[src/rtl/tesv_pkg.sv]
// Shared types and constants of the text encoding stream validator.
package tesv_pkg;

    // Width of the line, column and offset counters.
    localparam int COUNT_WIDTH = 32;
    localparam int OUT_WIDTH   = 32;

    typedef logic [COUNT_WIDTH-1:0] t_count;
    typedef logic [OUT_WIDTH-1:0]   t_out_word;

    localparam t_count CNT_MAX   = '1;
    localparam t_count LINE_INIT = COUNT_WIDTH'(1);

    // Encoding selector codes.
    localparam logic [1:0] ENC_ASCII = 2'd0;
    localparam logic [1:0] ENC_GBK   = 2'd1;
    localparam logic [1:0] ENC_UTF8  = 2'd2;

    // Configuration register indexes.
    localparam logic CFG_IDX_ENCODING   = 1'b0;
    localparam logic CFG_IDX_THREE_ONLY = 1'b1;

    localparam logic [7:0] NEWLINE_CHAR = 8'h0A;

    // What one byte does to the character tracker.
    typedef enum logic [2:0] {
        ACT_IDLE,
        ACT_OPEN,
        ACT_ADVANCE,
        ACT_ACCEPT,
        ACT_FAIL
    } t_char_act;

    // Per-character state seen by the checker.
    typedef struct packed {
        logic       stopped;
        logic [2:0] needed;
        logic [2:0] seen;
        logic [7:0] lead;
    } t_char_state;

    // Decision of the checker for one byte.
    typedef struct packed {
        t_char_act  act;
        logic [2:0] len;
        logic       newline;
        logic [7:0] first;
    } t_char_step;

    // Figures reported at the end of a stream.
    typedef struct packed {
        logic   passed;
        t_count line;
        t_count col;
        t_count offset;
    } t_result;

endpackage

[src/rtl/tesv_byte_if.sv]
// Stream interfaces for input bytes and end-of-stream results.
interface tesv_byte_if;
    logic       valid;
    logic       ready;
    logic [7:0] data_byte;
    logic       end_of_stream;

    modport source (output valid, output data_byte, output end_of_stream, input ready);
    modport sink   (input valid, input data_byte, input end_of_stream, output ready);
endinterface

interface tesv_result_if;
    logic        valid;
    logic        ready;
    logic        passed;
    logic [31:0] stop_line;
    logic [31:0] stop_col;
    logic [31:0] stop_offset;

    modport source (output valid, output passed, output stop_line, output stop_col,
                    output stop_offset, input ready);
    modport sink   (input valid, input passed, input stop_line, input stop_col,
                    input stop_offset, output ready);
endinterface

[src/rtl/tesv_char_check.sv]
// Combinational character check: decides what one byte does to the open character.
module tesv_char_check (
    input  tesv_pkg::t_char_state i_state,
    input  logic [7:0]            i_byte,
    input  logic [1:0]            i_enc,
    input  logic                  i_three_only,
    output tesv_pkg::t_char_step  o_step
);

    localparam logic [1:0] ENC_GBK_SEL  = tesv_pkg::ENC_GBK;
    localparam logic [1:0] ENC_UTF8_SEL = tesv_pkg::ENC_UTF8;

    // GBK lead and trail byte ranges.
    function automatic logic gbk_pair(input logic [7:0] a, input logic [7:0] b);
        logic t_hi;
        logic t_lo;
        begin
            t_hi = (b >= 8'hA1) && (b <= 8'hFE);
            t_lo = (b >= 8'h40) && (b != 8'h7F);
            gbk_pair = ((a >= 8'hA1) && (a <= 8'hA9) && t_hi) ||
                       ((a >= 8'hB0) && (a <= 8'hF7) && t_hi) ||
                       ((a >= 8'h81) && (a <= 8'hA0) && t_lo && (b <= 8'hFE)) ||
                       ((a >= 8'hAA) && (a <= 8'hFE) && t_lo && (b <= 8'hA0)) ||
                       ((a >= 8'hA8) && (a <= 8'hA9) && t_lo && (b <= 8'hA0));
        end
    endfunction

    // Count of leading ones of a byte, 0 to 8.
    function automatic logic [3:0] lead_ones(input logic [7:0] b);
        logic [3:0] cnt;
        logic       run;
        begin
            cnt = 4'd0;
            run = 1'b1;
            for (int k = 7; k >= 0; k--) begin
                run = run & b[k];
                cnt = cnt + {3'd0, run};
            end
            lead_ones = cnt;
        end
    endfunction

    logic [3:0] ones;
    logic       utf8_lead_ok;
    logic       trail_ok;
    logic [2:0] seen_inc;

    assign ones         = lead_ones(i_byte);
    assign utf8_lead_ok = (ones >= 4'd2) && (ones <= 4'd6) && (!i_three_only || ones == 4'd3);
    assign seen_inc     = i_state.seen + 3'd1;

    // Trail byte check under the current selector.
    always_comb begin
        case (i_enc)
            ENC_GBK_SEL: trail_ok = gbk_pair(i_state.lead, i_byte);
            ENC_UTF8_SEL: trail_ok = (i_byte[7:6] == 2'b10);
            default: trail_ok = 1'b0;
        endcase
    end

    // Action for this byte.
    always_comb begin
        o_step.act     = tesv_pkg::ACT_IDLE;
        o_step.len     = 3'd1;
        o_step.newline = 1'b0;
        o_step.first   = i_byte;
        if (i_state.stopped) begin
            o_step.act = tesv_pkg::ACT_IDLE;
        end else if (i_state.needed == 3'd0) begin
            if (!i_byte[7]) begin
                o_step.act     = tesv_pkg::ACT_ACCEPT;
                o_step.newline = (i_byte == tesv_pkg::NEWLINE_CHAR);
            end else if (i_enc == tesv_pkg::ENC_GBK) begin
                o_step.act = tesv_pkg::ACT_OPEN;
                o_step.len = 3'd2;
            end else if (i_enc == tesv_pkg::ENC_UTF8 && utf8_lead_ok) begin
                o_step.act = tesv_pkg::ACT_OPEN;
                o_step.len = ones[2:0];
            end else begin
                o_step.act = tesv_pkg::ACT_FAIL;
            end
        end else if (!trail_ok) begin
            o_step.act = tesv_pkg::ACT_FAIL;
        end else if (seen_inc >= i_state.needed) begin
            o_step.act     = tesv_pkg::ACT_ACCEPT;
            o_step.len     = i_state.needed;
            o_step.newline = (i_state.lead == tesv_pkg::NEWLINE_CHAR);
            o_step.first   = i_state.lead;
        end else begin
            o_step.act = tesv_pkg::ACT_ADVANCE;
        end
    end

endmodule

[src/rtl/tesv_tracker.sv]
// Character state and saturating line, column and offset counters.
module tesv_tracker (
    input  logic                  i_clk,
    input  logic                  i_rst_n,
    input  logic                  i_step_en,
    input  logic                  i_eos,
    input  tesv_pkg::t_char_step  i_step,
    output tesv_pkg::t_char_state o_state,
    output tesv_pkg::t_result     o_result
);

    localparam int SumW = tesv_pkg::COUNT_WIDTH + 1;

    logic             r_stopped;
    logic [2:0]       r_needed;
    logic [2:0]       r_seen;
    logic [7:0]       r_lead;
    tesv_pkg::t_count r_line;
    tesv_pkg::t_count r_col;
    tesv_pkg::t_count r_offset;

    logic             n_stopped;
    logic [2:0]       n_needed;
    logic [2:0]       n_seen;
    logic [7:0]       n_lead;
    tesv_pkg::t_count n_line;
    tesv_pkg::t_count n_col;
    tesv_pkg::t_count n_offset;

    logic             open_char;
    logic             tail_fail;
    logic             col_inc;
    logic [SumW-1:0]  off_sum;
    tesv_pkg::t_count col_sat;
    tesv_pkg::t_count line_sat;
    tesv_pkg::t_count off_sat;

    assign o_state = '{stopped: r_stopped, needed: r_needed, seen: r_seen, lead: r_lead};

    // A character still open on the last beat fails as truncated.
    assign open_char = (i_step.act == tesv_pkg::ACT_OPEN) || (i_step.act == tesv_pkg::ACT_ADVANCE);
    assign tail_fail = i_eos && open_char;
    assign col_inc   = (i_step.act == tesv_pkg::ACT_FAIL) || tail_fail ||
                       (i_step.act == tesv_pkg::ACT_ACCEPT);

    // Saturating increments.
    assign col_sat  = (r_col == tesv_pkg::CNT_MAX) ? r_col : r_col + tesv_pkg::COUNT_WIDTH'(1);
    assign line_sat = (r_line == tesv_pkg::CNT_MAX) ? r_line : r_line + tesv_pkg::COUNT_WIDTH'(1);
    assign off_sum  = {1'b0, r_offset} + SumW'(i_step.len);
    assign off_sat  = off_sum[SumW-1] ? tesv_pkg::CNT_MAX : off_sum[SumW-2:0];

    // Next character state and counters for this beat.
    always_comb begin
        n_stopped = r_stopped;
        n_needed  = r_needed;
        n_seen    = r_seen;
        n_lead    = r_lead;
        n_line    = r_line;
        n_col     = col_inc ? col_sat : r_col;
        n_offset  = r_offset;
        case (i_step.act)
            tesv_pkg::ACT_OPEN: begin
                n_lead   = i_step.first;
                n_needed = i_step.len;
                n_seen   = 3'd1;
            end
            tesv_pkg::ACT_ADVANCE: begin
                n_seen = r_seen + 3'd1;
            end
            tesv_pkg::ACT_ACCEPT: begin
                n_offset = off_sat;
                n_needed = 3'd0;
                n_seen   = 3'd0;
                if (i_step.newline) begin
                    n_line = line_sat;
                    n_col  = '0;
                end
            end
            tesv_pkg::ACT_FAIL: begin
                n_stopped = 1'b1;
                n_needed  = 3'd0;
                n_seen    = 3'd0;
            end
            default: begin
            end
        endcase
        if (tail_fail) begin
            n_stopped = 1'b1;
        end
    end

    // Figures for the end-of-stream beat.
    assign o_result = '{passed: !n_stopped, line: n_line, col: n_col, offset: n_offset};

    // State registers; the last beat of a stream returns them to reset values.
    always_ff @(posedge i_clk) begin
        if (!i_rst_n || (i_step_en && i_eos)) begin
            r_stopped <= 1'b0;
            r_needed  <= 3'd0;
            r_seen    <= 3'd0;
            r_lead    <= 8'd0;
            r_line    <= tesv_pkg::LINE_INIT;
            r_col     <= '0;
            r_offset  <= '0;
        end else if (i_step_en) begin
            r_stopped <= n_stopped;
            r_needed  <= n_needed;
            r_seen    <= n_seen;
            r_lead    <= n_lead;
            r_line    <= n_line;
            r_col     <= n_col;
            r_offset  <= n_offset;
        end
    end

endmodule

[src/rtl/text_encoding_stream_validator.sv]
// Top level of the text encoding stream validator: input register, checker, result register.
//
// The validator checks a byte stream as ASCII, GBK or UTF-8 and takes one byte beat per
// clock cycle. A beat is held in the input register, checked against the open character
// and counted; the beat marked end_of_stream, when it leaves the input register, loads one
// result into the result register, which offers it. The only stall comes from the result
// side: an end-of-stream beat waits in the input register while an earlier result is still
// unread, and input beats behind it wait too. Line, column and offset counters saturate;
// after a bad or truncated character the block ignores bytes until the end of the stream.
// Configuration writes take effect on the next beat and are meant for idle periods.
module text_encoding_stream_validator (
    input  logic        i_clk,
    input  logic        i_rst_n,
    input  logic        i_cfg_we,
    input  logic        i_cfg_idx,
    input  logic [1:0]  i_cfg_data,
    tesv_byte_if.sink   i_in,
    tesv_result_if.source o_res
);

    logic [1:0]            r_enc;
    logic                  r_three_only;
    logic                  r_in_valid;
    logic [7:0]            r_byte;
    logic                  r_eos;
    logic                  r_out_valid;
    logic                  r_passed;
    tesv_pkg::t_out_word   r_line;
    tesv_pkg::t_out_word   r_col;
    tesv_pkg::t_out_word   r_offset;

    logic                  consume;
    tesv_pkg::t_char_state state;
    tesv_pkg::t_char_step  step;
    tesv_pkg::t_result     result;

    // Configuration registers.
    always_ff @(posedge i_clk) begin
        if (!i_rst_n) begin
            r_enc        <= tesv_pkg::ENC_UTF8;
            r_three_only <= 1'b1;
        end else if (i_cfg_we) begin
            case (i_cfg_idx)
                tesv_pkg::CFG_IDX_ENCODING:   r_enc        <= i_cfg_data;
                tesv_pkg::CFG_IDX_THREE_ONLY: r_three_only <= i_cfg_data[0];
                default: begin
                end
            endcase
        end
    end

    // The held beat moves on unless it must produce a result that has nowhere to go.
    assign consume    = r_in_valid && (!r_eos || !r_out_valid || o_res.ready);
    assign i_in.ready = !r_in_valid || consume;

    // Input register.
    always_ff @(posedge i_clk) begin
        if (!i_rst_n) begin
            r_in_valid <= 1'b0;
        end else if (i_in.ready) begin
            r_in_valid <= i_in.valid;
        end
    end

    always_ff @(posedge i_clk) begin
        if (i_in.ready && i_in.valid) begin
            r_byte <= i_in.data_byte;
            r_eos  <= i_in.end_of_stream;
        end
    end

    tesv_char_check u_check (
        .i_state      (state),
        .i_byte       (r_byte),
        .i_enc        (r_enc),
        .i_three_only (r_three_only),
        .o_step       (step)
    );

    tesv_tracker u_tracker (
        .i_clk     (i_clk),
        .i_rst_n   (i_rst_n),
        .i_step_en (consume),
        .i_eos     (r_eos),
        .i_step    (step),
        .o_state   (state),
        .o_result  (result)
    );

    // Result register.
    always_ff @(posedge i_clk) begin
        if (!i_rst_n) begin
            r_out_valid <= 1'b0;
        end else if (consume && r_eos) begin
            r_out_valid <= 1'b1;
        end else if (o_res.ready) begin
            r_out_valid <= 1'b0;
        end
    end

    always_ff @(posedge i_clk) begin
        if (consume && r_eos) begin
            r_passed <= result.passed;
            r_line   <= tesv_pkg::OUT_WIDTH'(result.line);
            r_col    <= tesv_pkg::OUT_WIDTH'(result.col);
            r_offset <= tesv_pkg::OUT_WIDTH'(result.offset);
        end
    end

    assign o_res.valid       = r_out_valid;
    assign o_res.passed      = r_passed;
    assign o_res.stop_line   = r_line;
    assign o_res.stop_col    = r_col;
    assign o_res.stop_offset = r_offset;

endmodule

[src/flat_wrapper.sv]
// flat-port wrapper written by rule: the top's interface ports become plain ports
module text_encoding_stream_validator_flat 
  (i_clk, i_rst_n, i_cfg_we, i_cfg_idx, i_cfg_data, i_in_valid, i_in_data_byte, i_in_end_of_stream, i_in_ready, o_res_valid, o_res_passed, o_res_stop_line, o_res_stop_col, o_res_stop_offset, o_res_ready);
  tesv_byte_if i_in_i ();
  tesv_result_if o_res_i ();
  input  logic i_clk;
  input  logic i_rst_n;
  input  logic i_cfg_we;
  input  logic i_cfg_idx;
  input  logic [1:0] i_cfg_data;
  input wire logic [$bits(i_in_i.valid)-1:0] i_in_valid;
  input wire logic [$bits(i_in_i.data_byte)-1:0] i_in_data_byte;
  input wire logic [$bits(i_in_i.end_of_stream)-1:0] i_in_end_of_stream;
  output wire logic [$bits(i_in_i.ready)-1:0] i_in_ready;
  output wire logic [$bits(o_res_i.valid)-1:0] o_res_valid;
  output wire logic [$bits(o_res_i.passed)-1:0] o_res_passed;
  output wire logic [$bits(o_res_i.stop_line)-1:0] o_res_stop_line;
  output wire logic [$bits(o_res_i.stop_col)-1:0] o_res_stop_col;
  output wire logic [$bits(o_res_i.stop_offset)-1:0] o_res_stop_offset;
  input wire logic [$bits(o_res_i.ready)-1:0] o_res_ready;
  assign i_in_i.valid = i_in_valid;
  assign i_in_i.data_byte = i_in_data_byte;
  assign i_in_i.end_of_stream = i_in_end_of_stream;
  assign i_in_ready = i_in_i.ready;
  assign o_res_valid = o_res_i.valid;
  assign o_res_passed = o_res_i.passed;
  assign o_res_stop_line = o_res_i.stop_line;
  assign o_res_stop_col = o_res_i.stop_col;
  assign o_res_stop_offset = o_res_i.stop_offset;
  assign o_res_i.ready = o_res_ready;
  text_encoding_stream_validator u_core (.i_clk(i_clk), .i_rst_n(i_rst_n), .i_cfg_we(i_cfg_we), .i_cfg_idx(i_cfg_idx), .i_cfg_data(i_cfg_data), .i_in(i_in_i), .o_res(o_res_i));
endmodule
[config.mk]
export PLATFORM = sky130hd
export DESIGN_NAME = text_encoding_stream_validator_flat
export DESIGN_NICKNAME = d
export VERILOG_FILES = /design/src/rtl/tesv_pkg.sv /design/src/rtl/tesv_byte_if.sv /design/src/rtl/tesv_char_check.sv /design/src/rtl/tesv_tracker.sv /design/src/rtl/text_encoding_stream_validator.sv /design/src/flat_wrapper.sv
export SDC_FILE = /design/constraint.sdc
export NUM_CORES = 1
export LEC_CHECK = 0
export BUFFER_PORTS_ARGS = -buffer_cell sky130_fd_sc_hd__buf_2
export CORE_MARGIN = 2
export CORE_UTILIZATION = 35
export CTS_CLUSTER_DIAMETER = 50
export DETAILED_ROUTE_END_ITERATION = 10
export PLACE_DENSITY = 0.51
export REMOVE_ABC_BUFFERS = 1
export SYNTH_ARGS = -nofsm -noshare
export SYNTH_HDL_FRONTEND = slang
export SYNTH_SLANG_ARGS = --single-unit
[constraint.sdc]
create_clock -name i_clk -period 15.12 [get_ports i_clk]
set_input_delay 1.512 -clock i_clk [delete_from_list [all_inputs] [get_ports i_clk]]
set_output_delay 1.512 -clock i_clk [all_outputs]
set_load 0.05 [all_outputs]
==> run summary, run 1 <==
RSZ-0062 raised after global routing = no
WL/cell = 16.5 um
outcome = finished clean
synthesis warning total = 0
Synth Area per Inst = 9.33 um2
cts hold-fix bufs = 0
detailed-route DRC error count = 0
GPL Wtd Cong = 0.792
Slew Viols, Final = 0
number of global-route vias before repair = 9,068
Root Buffer = clkbuf_16
Post-synth EDFFs = 106
max_slew headroom = 31.2%
fmax = 145 MHz
First-pass DRT Iterations = 5
GRT Total Usage = 17.3%
Finish-stage setup viols = 0
global-route wire length before repair = 48,300 um
total grt overflow = 0
layout cells sized above 1 = 15.5%
CTS Buffer Depth = 3
Num Clock Sinks = 222
Hold Path Class = reg -> reg
Detailed Place HPWL = 19,900 um
setup TNS = 0 ns
PortBufs = 115
Max VDD drop = 0.0997 mV
H-tree Lvls = 1
Post-CTS Repair Setup Buffers = 0
Most used DFF post-synth = dfxtp_1
Synth cell types = 76
total wire length after detailed routing = 29,700 um
CORE AREA = 32,600 um2
area delta synth->final = 17.4%
FFs w/ async S/R, synth = 0%
cts repair resizes = 0
largest net degree at the start of global routing = 70
effective utilization at floorplan = 35.6%
Leak = 5.17 nW
Synth Instances = 1,244
final worst clock skew = 0.0116 ns
DRT iter0 DRCs = 659
die height = 186 um
clock latency on the worst-skew pair = 0.56 ns
fin crit period = 6.91 ns
fin nets = 1,371
Netlist Area Pre-Place = 11,600 um2
max-cap viol count = 0
worst slew pin tran = 1.03 ns
Vias = 9,594
Final ANT Viol Nets = 0
Clk pin slew, worst setup/hold paths = 0.06 ns
Die ar. = 34,600 um2
worst hold slack = 0.478 ns
P per Cell Area = 106 nW/um2
period utilization = 45.7%
Setup crit end kind = flop
CTS tree = built
initial antenna violation count = 0
drt via density = 5.33
Die X-Extent = 186 um
CP startpoint kind = flop
Seq cells post-synth = 222
io pins = 116
CP Data Required Time = 15.58 ns
kind of critical path = reg -> reg
final hold vios = 0
row cnt = 66
critical path fanouts, max = 24
CTS Buf Count = 31
Filler cells = 3,233
sequential-to-total area share from yosys stat = 47.5%
Arr. time, crit path = 7.37 ns
antenna diode count = 0
-- placed cells by master (no fill, tap or decap), drive strengths merged, types with 30 or more instances in the layout --
cell	netlist	routed
a21oi	55	55
and3	30	30
buf	14	126
clkbuf	54	40
dfxtp	116	116
edfxtp	106	106
inv	36	43
nand2	122	122
nand3	76	76
nand4	43	43
nor2	117	117
o21ai	59	59
xnor2	57	57
xor2	48	48
-- power by group --
part / internal (W) / switching [W] / total, W
clock: 0.000456 / 0.000282 / 0.000738
combinational: 0.0000175 / 0.0000483 / 0.0000658
sequential: 0.000634 / 0.00000622 / 0.000641
total: 0.00111 / 0.000337 / 0.00144
-- flip-flops by register name, indices dropped and copies added (netlist names), 2 cells and up --
name / count
u_core.u_tracker.r_seen: 3
u_core.o_res.stop_col: 32
u_core.u_tracker.r_needed: 3
u_core.r_enc: 2
u_core.u_tracker.r_lead: 8
u_core.u_tracker.r_line: 32
u_core.u_tracker.r_offset: 32
u_core.o_res.stop_offset: 32
u_core.o_res.stop_line: 32
u_core.r_byte: 8
u_core.u_tracker.r_col: 32
-- cells in the mapped netlist (5+ instances only) --
master	instances	area, um2
and2_1	22	138
a31oi_1	19	119
xor2_1	48	420
mux2i_1	9	90.1
o21a_1	9	67.6
or4_1	5	37.5
or2_2	5	31.3
ha_1	15	188
a311oi_1	13	114
nand2b_1	10	62.6
buf_2	12	60.1
nand3_1	76	380
nor2b_1	6	37.5
xnor2_1	57	499
nor4_1	21	131
and3_1	30	188
clkbuf_1	54	203
nand2_1	121	454
o21ai_0	54	270
or3_1	28	175
o211ai_1	8	60.1
a21oi_1	54	270
edfxtp_1	106	3180
nand4_1	43	269
a21o_1	8	60.1
dfxtp_1	116	2320
and4_1	15	131
nor2_1	116	435
nor3_1	26	130
o31ai_1	13	97.6
inv_1	36	135
-- final cells by class --
| cell class | count | area [um2] | area share (%) |
|---|---|---|---|
| flip-flops and latches | 222 | 5510 | 40.4 |
| clock inverters | 17 | 198 | 1.45 |
| clock buffers | 40 | 861 | 6.32 |
| repair buffers | 126 | 658 | 4.83 |
| inverters | 36 | 138 | 1.01 |
| multi-input cells | 918 | 5700 | 41.9 |
| well taps | 442 | 553 | 4.06 |
-- routing by layer --
layer	up-vias	track usage, %	part of all wire [%]
met5	-	0	0
met4	0	4.57	2.1
met3	48	2.90	5.5
met2	241	27.1	43
met1	4552	24.7	49
li1	4753	-	-
-- cell families (layout without fill, tap and decap cells) --
group / after synthesis / in the layout / share of synthesized area [%]
compound gates: 232 / 232 / 13.2
xor+xnor: 105 / 105 / 7.93
fa+ha+maj: 19 / 19 / 2.31
buf+inv: 104 / 219 / 3.49
simple gates: 553 / 553 / 24.8
flops: 222 / 222 / 47.5
mux: 9 / 9 / 0.777
-- critical path, stage by stage, from the launching register on --
cell,delay [ns]
edfxtp_1,0.60
and4_1,0.29
and2_1,0.17
ha_1,0.26
inv_1,0.05
fa_1,0.52
inv_1,0.04
fa_1,0.48
ha_1,0.17
inv_1,0.06
fa_1,0.37
xor2_1,0.25
o21ai_1,0.16
o21ai_0,0.24
nor2_1,0.06
o21ai_0,0.17
o21ai_0,0.14
inv_1,0.07
ha_1,0.16
inv_1,0.06
fa_1,0.45
nor2b_1,0.16
o21ai_0,0.22
a221oi_2,0.24
buf_4,0.32
and3_1,0.55
nor2_1,0.22
a311oi_1,0.31
-- final timing paths --
kind	from	end	slack (ns)	cells after the start
max reg2reg	u_core.r_byte[7]$_DFFE_PP_	u_core.u_tracker.r_offset[22]$_SDFFE_PP0P_	8.21	27
min reg2reg	u_core.u_tracker.r_seen[1]$_SDFFE_PP0P_	u_core.u_tracker.r_seen[1]$_SDFFE_PP0P_	0.48	2
max	u_core.r_byte[7]$_DFFE_PP_	u_core.u_tracker.r_offset[22]$_SDFFE_PP0P_	8.21	27
min	u_core.u_tracker.r_seen[1]$_SDFFE_PP0P_	u_core.u_tracker.r_seen[1]$_SDFFE_PP0P_	0.48	2
-- stage by stage --
| stage | util [%] | setup WS, ns | instance area (um2) | power, W | instances |
|---|---|---|---|---|---|
| final | 41.7 | 8.21 | 13600 | 0.00144 | 1801 |
| after CTS | 41.7 | 8.22 | 13600 | 0.00147 | 1801 |
| after global routing | 41.7 | 7.69 | 13600 | 0.00150 | 1801 |
| after detailed placement | 38.5 | 8.26 | 12600 | 0.000719 | 1744 |
| after global placement | 38.5 | 8.44 | 12600 | 0.000719 | 1744 |
| after floorplan | - | 8.66 | 11300 | 0.000695 | 1176 |
Note: power is estimated with default switching activity, not from simulation.
==> run 2: changes to the inputs <==
--- a/config.mk
+++ b/config.mk
@@ -10,7 +10,7 @@
 export CORE_UTILIZATION = 35
 export CTS_CLUSTER_DIAMETER = 50
 export DETAILED_ROUTE_END_ITERATION = 10
-export PLACE_DENSITY = 0.51
+export PLACE_DENSITY = 0.53
 export REMOVE_ABC_BUFFERS = 1
 export SYNTH_ARGS = -nofsm -noshare
 export SYNTH_HDL_FRONTEND = slang
==> constraint.sdc (replaced) <==
create_clock -name i_clk -period 6.3 [get_ports i_clk]
set_input_delay 0.63 -clock i_clk [delete_from_list [all_inputs] [get_ports i_clk]]
set_output_delay 0.63 -clock i_clk [all_outputs]
set_load 0.05 [all_outputs]
==> run summary, run 2 (synthesis gave the netlist of run 1 again) <==
outcome = finished clean
Pwr Total = 0.00372 W (+160%)
WL/cell = 16.3 um (-0.91%)
total grt overflow = 0 (unchanged)
commonest non-fill, non-tap cell in the layout = nand2_1
antenna diode count = 0 (unchanged)
GPL Wtd Cong = 0.816 (+3.0%)
CP peak stage delay = 0.54 ns (-0.06 ns)
CTS Buffer Depth = 3 (unchanged)
kind of critical path = reg -> reg
RSZ-0062 raised after global routing = no
period utilization = 94.5% (+49 points)
Post-Place Setup Slack = 0.146 ns (-8.11 ns)
detailed-route DRC error count = 0 (unchanged)
layout cells sized above 1 = 17.4% (+1.9 points)
Die ar. = 34,600 um2 (unchanged)
drt via density = 5.27 (-1.1%)
CP max stage cell = fa_1
Reg-to-Reg End = u_core.o_res.stop_offset[23]$_DFFE_PP_
Root Buffer = clkbuf_16
Combinational Power Share = 4.4% (-0.2 points)
Die X-Extent = 186 um (unchanged)
initial antenna violation count = 0 (unchanged)
critical path fanouts, max = 9 (-63%)
die height = 186 um (unchanged)
total wire length after detailed routing = 29,800 um (+0.25%)
io pins = 116 (unchanged)
worst slew pin tran = 0.970 ns (-0.0566 ns)
row cnt = 66 (unchanged)
internal cell power = 0.00286 W (+160%)
cts hold-fix bufs = 0 (unchanged)
DRT iter0 DRCs = 690 (+4.7%)
CTS Buf Count = 35 (+13%)
Vias = 9,598 (+0.042%)
fin crit period = 5.95 ns (-0.957 ns)
number of global-route vias before repair = 9,173 (+1.2%)
Final WS setup = 0.349 ns (-7.86 ns)
fmax = 168 MHz (+16%)
multi-input logic area = 5740 um2 (+0.70%)
Filler cells = 3,193 (-1.2%)
Final ANT Viol Nets = 0 (unchanged)
Max VDD drop = 0.152 mV (+52%)
max_slew headroom = 35.2% (+4.1 points)
effective utilization at floorplan = 35.6% (unchanged)
CP Data Required Time = 6.56 ns (-9.02 ns)
FF/Latch Area = 5510 um2 (unchanged)
worst setup path endpoint = u_core.o_res.stop_offset[23]$_DFFE_PP_
setup slack, reg-to-reg = 0.35 ns (-7.86 ns)
Slew Viols, Final = 0 (unchanged)
clock latency on the worst-skew pair = 0.51 ns (-0.05 ns)
max-cap viol count = 0 (unchanged)
Finish-stage setup viols = 0 (unchanged)
H-tree Lvls = 2 (+1)
worst hold slack = 0.296 ns (-0.183 ns)
First-pass DRT Iterations = 5 (unchanged)
Hold Path Class = in -> reg
commonest non-fill, non-tap cells in the layout = nand2_1, dfxtp_1, buf_2
Num Clock Sinks = 222 (unchanged)
clock power share = 54.3% (+3.2 points)
final hold vios = 0 (unchanged)
Leak = 5.32 nW (+3.0%)
PortBufs = 115 (unchanged)
CTS tree = built
worst r2r src = u_core.r_byte[5]$_DFFE_PP_
Final Util = 42.8% (+1.1 points)
CORE AREA = 32,600 um2 (unchanged)
launch point of the worst path = u_core.r_byte[5]$_DFFE_PP_
largest net degree at the start of global routing = 68 (-2.9%)
P per Cell Area = 266 nW/um2 (+150%)
final worst clock skew = 0.0145 ns (+0.00293 ns)
Clk pin slew, worst setup/hold paths = 0.05 ns (about the same)
Sw Ratio = 22.9% (-0.36 points)
global-route wire length before repair = 48,500 um (+0.33%)
GRT Total Usage = 17.5% (+0.17 points)
R2R cell count = 25 (-7.4%)
area delta synth->final = 20.3%
Detailed Place HPWL = 19,800 um (-0.37%)
register share of total power = 41.3% (-3.0 points)
CP startpoint kind = flop
Sw Pwr = 0.000852 W (+150%)
fin nets = 1,390 (+1.4%)
Setup crit end kind = flop
setup TNS = 0 ns (unchanged)
Arr. time, crit path = 6.21 ns (-1.16 ns)
## run 2: critical path: cells and delay by family, from the launching register on
| family | cells | cell delay (ns) |
|---|---|---|
| simple gates | 10 | 1.97 |
| flops | 1 | 0.39 |
| buf+inv | 3 | 0.16 |
| fa+ha+maj | 6 | 2.25 |
| xor+xnor | 1 | 0.17 |
| compound gates | 5 | 0.77 |
## run 2: what timing repair did
| item | in CTS | in global routing |
|---|---|---|
| setup buffers | 0 | 4 |
| gates resized for setup | 0 | 13 |
| setup endpoints to repair | 0 | 52 |
## run 2: metal layers
layer	global-route usage, %	vias to the layer above	routed length [um]
met1	24.2	4484	14300
met5	0	-	0
met4	5.48	0	607
met2	27.6	262	13300
met3	3.25	56	1530
li1	-	4796	-
## run 2: per-stage QoR
step                instances  cell area (um2)
global route             1822            14000
finish                   1822            14000
global placement         1755            12700
CTS                      1818            13900
detailed placement       1755            12700
floorplan                1176            11300
## run 2: power groups by stage
stage	registers (W)	clock network (W)	logic, W
2_1_floorplan	0.00159	0	0.0000812
3_3_place_gp	0.00156	0	0.000162
3_5_place_dp	0.00156	0	0.000162
4_1_cts	0.00153	0.00207	0.000163
5_1_grt	0.00154	0.00213	0.000181
6_report	0.00153	0.00202	0.000164
## run 2: area by class of cell
class,count,area share (%)
inverters,36,0.986
well taps,442,3.96
clock buffers,39,6.76
repair buffers,141,5.70
flip-flops and latches,222,39.4
multi-input cells,918,41.1
clock inverters,24,2.02
## run 2: how the worst min path moves through the flow
stage / endpoint / start / slack [ns] / cells after the start
3_5_place_dp: u_core.u_tracker.r_seen[1]$_SDFFE_PP0P_ / u_core.u_tracker.r_seen[1]$_SDFFE_PP0P_ / 0.47 / 2
5_1_grt: u_core.r_byte[3]$_DFFE_PP_ / i_in_data_byte[3] / 0.27 / 1
6_report: u_core.r_byte[1]$_DFFE_PP_ / i_in_data_byte[1] / 0.30 / 1
2_1_floorplan: u_core.u_tracker.r_seen[1]$_SDFFE_PP0P_ / u_core.u_tracker.r_seen[1]$_SDFFE_PP0P_ / 0.45 / 2
4_1_cts: u_core.r_byte[1]$_DFFE_PP_ / i_in_data_byte[1] / 0.27 / 1
3_3_place_gp: u_core.u_tracker.r_seen[1]$_SDFFE_PP0P_ / u_core.u_tracker.r_seen[1]$_SDFFE_PP0P_ / 0.47 / 2
==> run 3: changes to the inputs <==
--- a/config.mk
+++ b/config.mk
@@ -6,11 +6,13 @@
 export NUM_CORES = 1
 export LEC_CHECK = 0
 export BUFFER_PORTS_ARGS = -buffer_cell sky130_fd_sc_hd__buf_2
+export CELL_PAD_IN_SITES_DETAIL_PLACEMENT = 0
+export CELL_PAD_IN_SITES_GLOBAL_PLACEMENT = 1
 export CORE_MARGIN = 2
 export CORE_UTILIZATION = 35
 export CTS_CLUSTER_DIAMETER = 50
 export DETAILED_ROUTE_END_ITERATION = 10
-export PLACE_DENSITY = 0.53
+export PLACE_DENSITY = 0.65
 export REMOVE_ABC_BUFFERS = 1
 export SYNTH_ARGS = -nofsm -noshare
 export SYNTH_HDL_FRONTEND = slang
==> run summary, run 3 (synthesis gave the netlist of run 1 again) <==
outcome = finished clean
Filler cells = 3,290 (+3.0%)
drt via density = 5.28 (+0.32%)
worst slew pin tran = 0.965 ns (-0.00569 ns)
CTS Buf Count = 35 (unchanged)
die height = 186 um (unchanged)
fin nets = 1,393 (+0.22%)
total grt overflow = 0 (unchanged)
GPL Wtd Cong = 0.817 (about the same)
Detailed Place HPWL = 20,600 um (+4.3%)
Slew Viols, Final = 0 (unchanged)
Die ar. = 34,600 um2 (unchanged)
commonest non-fill, non-tap cells in the layout = nand2_1, dfxtp_1, nor2_1, buf_2, edfxtp_1
WL/cell = 16.8 um (+2.7%)
max_slew headroom = 35.6% (+0.38 points)
detailed-route DRC error count = 0 (unchanged)
Hold Path Class = in -> reg
fmax = 168 MHz (about the same)
commonest non-fill, non-tap cell in the layout = nand2_1
row cnt = 66 (unchanged)
effective utilization at floorplan = 35.6% (unchanged)
CORE AREA = 32,600 um2 (unchanged)
total wire length after detailed routing = 30,600 um (+2.9%)
Die X-Extent = 186 um (unchanged)
critical path fanouts, max = 12 (+3)
placed cells = 1,760 (+0.28%)
RSZ-0062 raised after global routing = no
CTS Buffer Depth = 3 (unchanged)
Leak = 5.34 nW (+0.21%)
First-pass DRT Iterations = 5 (unchanged)
H-tree Lvls = 2 (unchanged)
GRT Total Usage = 17.9% (+0.40 points)
kind of critical path = reg -> reg
Layout Cells excl Fill = 1,826 (+0.22%)
number of global-route vias before repair = 9,280 (+1.2%)
max-cap viol count = 0 (unchanged)
PortBufs = 115 (unchanged)
largest net degree at the start of global routing = 69 (+1.5%)
Clk pin slew, worst setup/hold paths = 0.06 ns (about the same)
Final ANT Viol Nets = 0 (unchanged)
CTS tree = built
Max VDD drop = 0.166 mV (+9.0%)
clock latency on the worst-skew pair = 0.53 ns (+0.02 ns)
Finish-stage setup viols = 0 (unchanged)
antenna diode count = 0 (unchanged)
initial antenna violation count = 0 (unchanged)
DRT iter0 DRCs = 596 (-14%)
Setup crit end kind = flop
Num Clock Sinks = 222 (unchanged)
CP startpoint kind = flop
final hold vios = 0 (unchanged)
global-route wire length before repair = 49,100 um (+1.4%)
Arr. time, crit path = 6.22 ns (about the same)
final worst clock skew = 0.0188 ns (+0.00425 ns)
CP Data Required Time = 6.57 ns (about the same)
area delta synth->final = 20.4% (about the same)
io pins = 116 (unchanged)
fin crit period = 5.95 ns (+0.00262 ns)
period utilization = 94.5% (about the same)
Root Buffer = clkbuf_16
P per Cell Area = 266 nW/um2 (about the same)
layout cells sized above 1 = 17.3% (-0.12 points)
Vias = 9,650 (+0.54%)
worst hold slack = 0.285 ns (-0.0108 ns)
[run 3: changes by cell type in the layout (fill, tap and decap cells not counted), moves of 2 or more]
cell / before / now
buf_12: 2 / 0
buf_4: 24 / 28
clkbuf_1: 1 / 4
clkinv_4: 1 / 3
clkinvlp_4: 5 / 2
inv_6: 5 / 3
o21ai_0: 50 / 52
o21ai_1: 8 / 6
[run 3: area by class of cell]
cell class | instances | area, um2 | area share (%)
Clock buffer | 43 | 968 | 6.93
Clock inverter | 21 | 264 | 1.89
Multi-Input combinational cell | 918 | 5740 | 41.1
Sequential cell | 222 | 5510 | 39.4
Tap cell | 442 | 553 | 3.96
Timing Repair Buffer | 144 | 797 | 5.71
Inverter | 36 | 138 | 0.985
[run 3: critical path: stages (launching register included)]
cell and delay (ns):
edfxtp_1 0.37, and4_1 0.25, and2_1 0.17, ha_1 0.26, inv_1 0.05, fa_1 0.52, inv_1 0.05, fa_1 0.48
ha_1 0.16, inv_1 0.06, fa_1 0.54, nor2b_1 0.09, and2_1 0.17, o21ai_1 0.15, nor2_1 0.05, o21ai_0 0.20
o21ai_1 0.12, inv_1 0.07, ha_1 0.16, inv_1 0.06, fa_1 0.46, nor2b_2 0.15, o21ai_0 0.14, a221oi_2 0.33
buf_6 0.21, and4_1 0.24, xnor2_1 0.14, nand2_1 0.06
[run 3: repair_timing]
action | 4_1_cts | 5_1_grt
gates resized for setup | 0 | 10
endpoints found under the hold margin | 0 | 0
setup endpoints to repair | 0 | 55
hold buffers | 0 | 0
buffers inserted | 0 | 2
[run 3: metrics by stage]
step | area, um2 | total power (W) | utilization (%) | TNS, ns | worst slack (ns)
6_report | 14000 | 0.00372 | 42.8 | 0 | 0.346
5_1_grt | 14000 | 0.00385 | 42.8 | 0 | 0.0221
2_1_floorplan | 11300 | 0.00167 | - | -1.61 | -0.158
4_1_cts | 13900 | 0.00377 | 42.6 | 0 | 0.0913
3_3_place_gp | 12700 | 0.00173 | 38.9 | 0 | 0.264
3_5_place_dp | 12700 | 0.00173 | 38.9 | 0 | 0.102
[run 3: path summary, 6_finish.rpt]
| kind | from | to | slack (ns) | depth (start not counted) |
|---|---|---|---|---|
| min | i_in_data_byte[1] | u_core.r_byte[1]$_DFFE_PP_ | 0.28 | 1 |
| max reg2reg | u_core.r_byte[5]$_DFFE_PP_ | u_core.o_res.stop_offset[20]$_DFFE_PP_ | 0.35 | 27 |
| max | u_core.r_byte[5]$_DFFE_PP_ | u_core.o_res.stop_offset[20]$_DFFE_PP_ | 0.35 | 27 |
| min reg2reg | u_core.u_tracker.r_seen[1]$_SDFFE_PP0P_ | u_core.u_tracker.r_seen[1]$_SDFFE_PP0P_ | 0.48 | 2 |
[run 3: power breakdown]
part	switching, W	internal [W]
Clock	0.000712	0.00131
Sequential	0.0000120	0.00152
Combinational	0.000120	0.0000456
Total	0.000844	0.00288
[run 3: per-layer routing]
| metal | vias up | GRT usage [%] | wire length (um) |
|---|---|---|---|
| met4 | 0 | 5.80 | 751 |
| met5 | - | 0 | 0 |
| met1 | 4596 | 24.7 | 14700 |
| met2 | 210 | 28.3 | 13700 |
| met3 | 56 | 3.23 | 1420 |
| li1 | 4788 | - | - |
